<file path="config.mk">
export PLATFORM = sky130hd
export DESIGN_NAME = c8_fbuf
export DESIGN_NICKNAME = d
export VERILOG_FILES = /design/src/hw/rtl/c8_pkg.sv /design/src/hw/rtl/c8_fbuf.sv
export SDC_FILE = /design/constraint.sdc
export NUM_CORES = 2
export LEC_CHECK = 0
export ABC_CLOCK_PERIOD_IN_PS = 2600
export BUFFER_PORTS_ARGS = -buffer_cell sky130_fd_sc_hd__clkbuf_2
export CAP_MARGIN = 20
export CORE_MARGIN = 5
export CORE_UTILIZATION = 50
export DETAILED_ROUTE_END_ITERATION = 16
export MAX_ROUTING_LAYER = met4
export PLACE_DENSITY_LB_ADDON = 0.15
export SLEW_MARGIN = 20
export SYNTH_ARGS = -nofsm -noshare
export SYNTH_HDL_FRONTEND = slang
export SYNTH_SLANG_ARGS = --single-unit
</file>
<file path="constraint.sdc">
create_clock -name clk -period 2.6 [get_ports clk]
set_clock_uncertainty 0.15 [all_clocks]
set_input_delay 0.26 -clock clk [delete_from_list [all_inputs] [get_ports clk]]
set_output_delay 0.26 -clock clk [all_outputs]
set_load 0.01 [all_outputs]
</file>
<file path="src/hw/rtl/c8_pkg.sv">
// Shared constants, font table, item opcodes and fault codes for the CHIP-8 instruction core.
`default_nettype none
package c8_pkg;

  localparam int MEM_BYTES       = 4096;
  localparam int STACK_DEPTH_DEF = 16;
  localparam int SCREEN_W        = 64;
  localparam int SCREEN_H        = 32;
  localparam int FB_BYTES        = (SCREEN_W * SCREEN_H) / 8;
  localparam int FONT_BYTES      = 80;
  localparam int CTX_DEPTH       = 32;

  localparam logic [11:0] START_DEFAULT = 12'h200;
  localparam logic [15:0] INS_CLS       = 16'h00E0;
  localparam logic [15:0] INS_RET       = 16'h00EE;

  typedef enum logic [1:0] {
    OP_WRITE = 2'd0,
    OP_EXEC  = 2'd1,
    OP_FBRD  = 2'd2,
    OP_NONE  = 2'd3
  } item_op_t;

  typedef enum logic [1:0] {
    FLT_OK    = 2'd0,
    FLT_UNDEF = 2'd1,
    FLT_OVER  = 2'd2,
    FLT_UNDER = 2'd3
  } fault_t;

  localparam logic [7:0] FONT [FONT_BYTES] = '{
    8'hF0, 8'h90, 8'h90, 8'h90, 8'hF0, 8'h20, 8'h60, 8'h20, 8'h20, 8'h70,
    8'hF0, 8'h10, 8'hF0, 8'h80, 8'hF0, 8'hF0, 8'h10, 8'hF0, 8'h10, 8'hF0,
    8'h90, 8'h90, 8'hF0, 8'h10, 8'h10, 8'hF0, 8'h80, 8'hF0, 8'h10, 8'hF0,
    8'hF0, 8'h80, 8'hF0, 8'h90, 8'hF0, 8'hF0, 8'h10, 8'h20, 8'h40, 8'h40,
    8'hF0, 8'h90, 8'hF0, 8'h90, 8'hF0, 8'hF0, 8'h90, 8'hF0, 8'h10, 8'hF0,
    8'hF0, 8'h90, 8'hF0, 8'h90, 8'h90, 8'hE0, 8'h90, 8'hE0, 8'h90, 8'hE0,
    8'hF0, 8'h80, 8'h80, 8'h80, 8'hF0, 8'hE0, 8'h90, 8'h90, 8'h90, 8'hE0,
    8'hF0, 8'h80, 8'hF0, 8'h80, 8'hF0, 8'hF0, 8'h80, 8'hF0, 8'h80, 8'h80
  };

endpackage
`default_nettype wire

</file>
<file path="src/hw/rtl/c8_fbuf.sv">
// Framebuffer store with per-byte valid bits, so that a clear resets every byte at once.
`default_nettype none
module c8_fbuf (
  input  wire logic       clk,
  input  wire logic       rst_n,
  input  wire logic       clr,
  input  wire logic       we,
  input  wire logic [7:0] wa,
  input  wire logic [7:0] wd,
  input  wire logic [7:0] ra,
  output logic      [7:0] rdata
);
  import c8_pkg::*;

  logic [7:0]          mem_r [FB_BYTES];
  logic [FB_BYTES-1:0] vld_r;
  logic [7:0]          q_r;
  logic                qv_r;

  always_ff @(posedge clk) begin
    if (we) begin
      mem_r[wa] <= wd;
    end
    q_r  <= mem_r[ra];
    qv_r <= vld_r[ra];
  end

  always_ff @(posedge clk) begin
    if (!rst_n) begin
      vld_r <= '0;
    end else if (clr) begin
      vld_r <= '0;
    end else if (we) begin
      vld_r[wa] <= 1'b1;
    end
  end

  assign rdata = qv_r ? q_r : 8'h00;

endmodule
`default_nettype wire

</file>
# Yosys cells after proc, flatten, opt, wreduce, memory -nomap -nowiden
# Memories as Yosys holds them, arrays and structs flattened. A register that Yosys moved wholly into a read port is not among the register bits.
# Index checks and enable logic that the tools add are counted.
[classes] n_reduce_logical=2 n_lt_le_gt_ge=3 mux=7 bitwise_logic=2
[op_table] cell="OR 256 bit" count=1
[op_table] cell="less-than comparator 8 x 9 -> 1 bit (second input constant)" count=2
[op_table] cell="binary-select mux 1 bit (select 8 bit)" count=1
[op_table] cell="demux 1 bit (select 8 bit)" count=1
[op_table] cell=">= comparator 8 x 1 -> 1 bit (second input constant)" count=1
[op_table] cell="2-to-1 mux 8 bit" count=1
[op_table] cell="2-to-1 mux 1 bit" count=4
[op_table] cell="OR reduction 2 bit" count=1
[op_table] cell="logical AND 1 bit" count=1
[op_table] cell="inverter 1 bit" count=1
[totals] mem_bits_rw=2048 mem_count=1 output_inout_bits=8 inputBits=28 elab_cells=17 register_bits=257
[memory_table] memory="mem_r" words=256 width=8 rd=1 rd_ports_with_merged_regs=1 wr=1 line="c8_fbuf.sv:15" rtl="logic [7:0] mem_r [FB_BYTES];"

# Longest topological paths before layout
[logic_depth] word_depth=5 depth_mapped=11 depth_no_buf=6

# Least setup slack after synthesis
# OpenSTA, ideal clock, no wires.
[synth_timing] path_kind="input to register" start="in we" end="mem mem_r[207][0] (enable)" setup_slack_ns=0.223 arrival_ns=1.854 required_ns=2.076 n_path_buf=3 setup_ns=0.374 path_stages=6 path_cell_list="clkbuf_1 -> inv_1 -> or4_1 -> clkbuf_1 -> clkbuf_1 -> nor2_1"
[synth_between] elab_chain_cells=2
[synth_lines] element="start: declaration" line="c8_fbuf.sv:7" rtl="input wire logic we,"
[synth_lines] element="2-to-1 mux 1 bit" line="c8_fbuf.sv:21" rtl="if (we) begin"
[synth_lines] element="2-to-1 mux 1 bit (not written as such)" line="c8_fbuf.sv:22" rtl="mem_r[wa] <= wd;"
[synth_lines] element="end: declaration" line="c8_fbuf.sv:15"
# Every way passes these cells.

==> metrics.md <==
| Metric | Value |
|---|---|
| Clk_lat worst skew | 0.85 ns |
| Number of top-level pins | 36 |
| Number of H-tree branching levels | 4 |
| Vias in the first global route | 48110 |
| Pin count of the biggest net entering global routing | 107 |
| Final cell count without fillers | between 7000 and 8000 |
| CP peak stage delay | approximately 0.56 ns |
| Fraction of layout cells with a size suffix above 1 | 30.20% |
| Critical path, cell by cell | dlygate4sd3_1 > clkbuf_2 > buf_12 > or3b_2 > buf_4 > a221oi_1 > o21ai_0 > nand4_1 > nor4b_2 > buf_4 > nor4_2 |
| Capturing element type of the critical path | flop |
| Result of the run | finished, final reports clean |
| Core region area | 0.1763 mm^2 |
| Sinks on the clock net | 2313 |
| Critical path class | in2reg |
| Placement row count | 154 |
| Commonest cells in the synthesized netlist | edfxtp_1, nor2_1, mux4_2 |
| Antenna violations before repair | 3 |
| Total of buffers placed on input and output ports | 35 |
| Number of buffers on the longest clock path | 3 |
| 1st-pass router iterations | 5 |
| Endpoint required time on the critical path | 3.21 ns |
| Count of mapped cells out of synthesis | 4701 |
| Clock transition at the register clock pins on the worst setup and hold paths after CTS | 0.06 ns |
| EDFF count, synth | 2048 |
| Dominant cell by count in the synthesized netlist | edfxtp_1 |
| Width of the die | 431.3 um |
| Clock tree from TritonCTS | built |
| Total length of routed wires | 233800 um |
| Total number of vias | 48190 |
| Cell taking the most area after synthesis | edfxtp_1 |
| Number of maximum-capacitance violations | 0 |
| Final-report hold violation count | 0 |
| Largest cells by area after synthesis | edfxtp_1, mux4_2, dfxtp_1 |
| Cell area after technology mapping | 0.08873 mm^2 |
| Primary flip-flop cell chosen by synthesis mapping | edfxtp_1 |
| Final nets | 5478 |
| Setup-failing EPs final | 0 |
| DPL Wire Length | 151800 um |
| FMAX | a little under 400 MHz |
| Unrepaired setup endpoints after global routing | no |
| Number of routed nets with antenna violations | 0 |
| Kind of start point of the critical path | input pin |
| Period minus WS final | 2.572 ns |
| Arrival time reported for the critical path endpoint | between 3 and 4 ns |
| Avg Vias per Cell | between 6 and 7 |
| Cell occurring most often along the worst timing path | buf_4 |
| #FFs+latches synth | 2313 |
| Maximum fanout count along the critical path | 16 |
| Wire length per cell | between 20 and 30 um |
| Full die area | 0.1860 mm^2 |
| Period Utilization, post-route | 98.94% |
| Share of async-settable or async-resettable flops after synthesis | 0% |
| Grt ovf | 0 |
| Max-slew headroom at the worst pin | 29.86% |
| Worst-case setup slack after placement | -1.164 ns |
| Global Route Usage Sum | 25.97% |
| Number of placed cells counting well taps | 7547 |
| Clock root buffer | clkbuf_16 |
| Number of nets produced by synthesis | 4729 |
| Highest-delay cell along the critical path | or3b_2 |
| DRC violations left | 0 |
| Fill cells | 12820 |
| Average instance area after synthesis | 18.88 um^2 |
| First-iteration detailed-routing DRC count | 5530 |
| Area delta synth->final | 18.96% |
| Cell leakage power | 34.91 nW |
| Util after Layout | 59.87% |
| Initial core utilization | around 50% |
| Worst min path class | in2reg |
| Vertical extent of the die | around 430 um |
| Worst path setup slack after routing | 0.02759 ns |
| Worst slew pin tran | roughly 1.1 ns |
| Register area share after synthesis | between 70% and 80% |
| CTS buffer count | about 230 |
| Count of synthesis-stage warnings from yosys | 0 |
| Proportion of netlist area held by the largest area contributor | 69.31% |
| Number of different library cells in the post-synthesis netlist | 51 |
| PD cells | 738.8 mW/mm^2 |
| Routability Congestion | 0.8550 |
| Max-slew violations | 0 |
| Worst vdd ir | about 730 uV |
| Global-route wire length before repair | about 340000 um |
worst max-delay path, delay by kind of cell:
| kind | cells | cell delay (ns) |
|---|---|---|
| AO/OA/AOI/OAI | 2 | 0.63 |
| buffers and inverters | 5 | 1.15 |
| AND/OR/NAND/NOR | 4 | 1.08 |
per-stage QoR:
step           power [W]  area [um^2]  hold WS (ns)   TNS, ns
6_report         0.07798       105600       0.06652         0
5_1_grt          0.08039       105500       0.05899         0
4_1_cts          0.07849       105500      0.004560  -0.07792
3_5_place_dp     0.04563        97580        0.3023    -8.078
3_3_place_gp     0.04558        97570        0.2939    -8.185
2_1_floorplan    0.04323        88730        0.2089         0
report_power, final:
part	switching [W]	total [W]	internal [W]	leakage [nW]
logic	0.00260	0.00437	0.00176	10.6
clock network	0.0138	0.0331	0.0192	3.74
registers	0.0000587	0.0405	0.0405	20.5
total	0.0165	0.0780	0.0615	34.9
layer usage:
metal | global-route usage, % | part of all wire, % | vias up
li1 | - | - | 20500
met1 | 36.40 | 42 | 25470
met2 | 40.86 | 49 | 1889
met3 | 3.789 | 7.0 | 336
met4 | 6.610 | 2.6 | 0
met5 | - | 0 | -
cell usage in the layout (no fill, tap or decap), drive strengths merged, types with 2 or more instances in the layout:
cell type,Yosys,routed
nor4b,8,8
a22o,21,21
o221ai,41,41
edfxtp,2048,2048
buf,120,771
nor3,9,9
a22oi,177,177
mux4,479,479
dlygate4sd3,0,14
a211oi,31,31
clkinvlp,0,6
nand2,45,45
o32ai,18,18
and2,13,13
o211ai,27,27
nor2b,15,15
a31oi,2,2
o22ai,18,18
a221oi,34,34
inv,5,8
o21ba,30,30
o311ai,3,3
dfxtp,265,265
a21boi,24,24
mux2i,196,196
or2,2,2
diode,0,3
nand2b,6,6
clkbuf,170,332
nand3,24,24
nand4,19,19
and3b,2,2
bufinv,0,22
o21ai,26,26
clkinv,0,90
nor4,19,19
nor2,732,732
a21oi,62,62
area by class of cell:
cell class	count	area (um^2)	area share [%]
sequential	2313	66800	63.29
multi-input combinational	2093	20650	19.57
timing repair buffer	810	7556	7.158
clock buffer	307	6345	6.011
tap	2340	2928	2.774
clock inverter	121	1241	1.176
inverter	5	18.77	0.01778
antenna	3	7.507	0.007112
logic make-up after synthesis:
group           count (synthesis)  share of synthesized area, %
compound gates                518                         4.361
flops                        2313                         75.29
mux                           676                         14.38
simple gates                  899                         4.157
buf+inv                       295                         1.813
sequential cells by signal (all words and copies together) (netlist names):
register	flops
mem_r	2048
vld_r	256
q_r	8
qv_r	1
repair_timing:
item,in CTS,in global routing
endpoints found under the setup margin,9,8
resized for setup,27,18
hold buffers,14,0
buffers inserted,0,0
pin swaps,4,4
endpoints found under the hold margin,1729,0
path summary, 6_finish.rpt:
path,cells past startpoint,slack [ns],to,from
worst max-delay path,11,0.03,q_r[4]$_DFF_P_,ra[4]
worst min-delay path,4,0.07,mem_r[163][6]$_DFFE_PP_,wa[0]
worst max register to register,6,0.03,q_r[7]$_DFF_P_,mem_r[139][7]$_DFFE_PP_
worst min register to register,2,0.31,vld_r[203]$_SDFFE_PP0P_,vld_r[203]$_SDFFE_PP0P_
No activity file was read; power rests on OpenSTA's default activity.
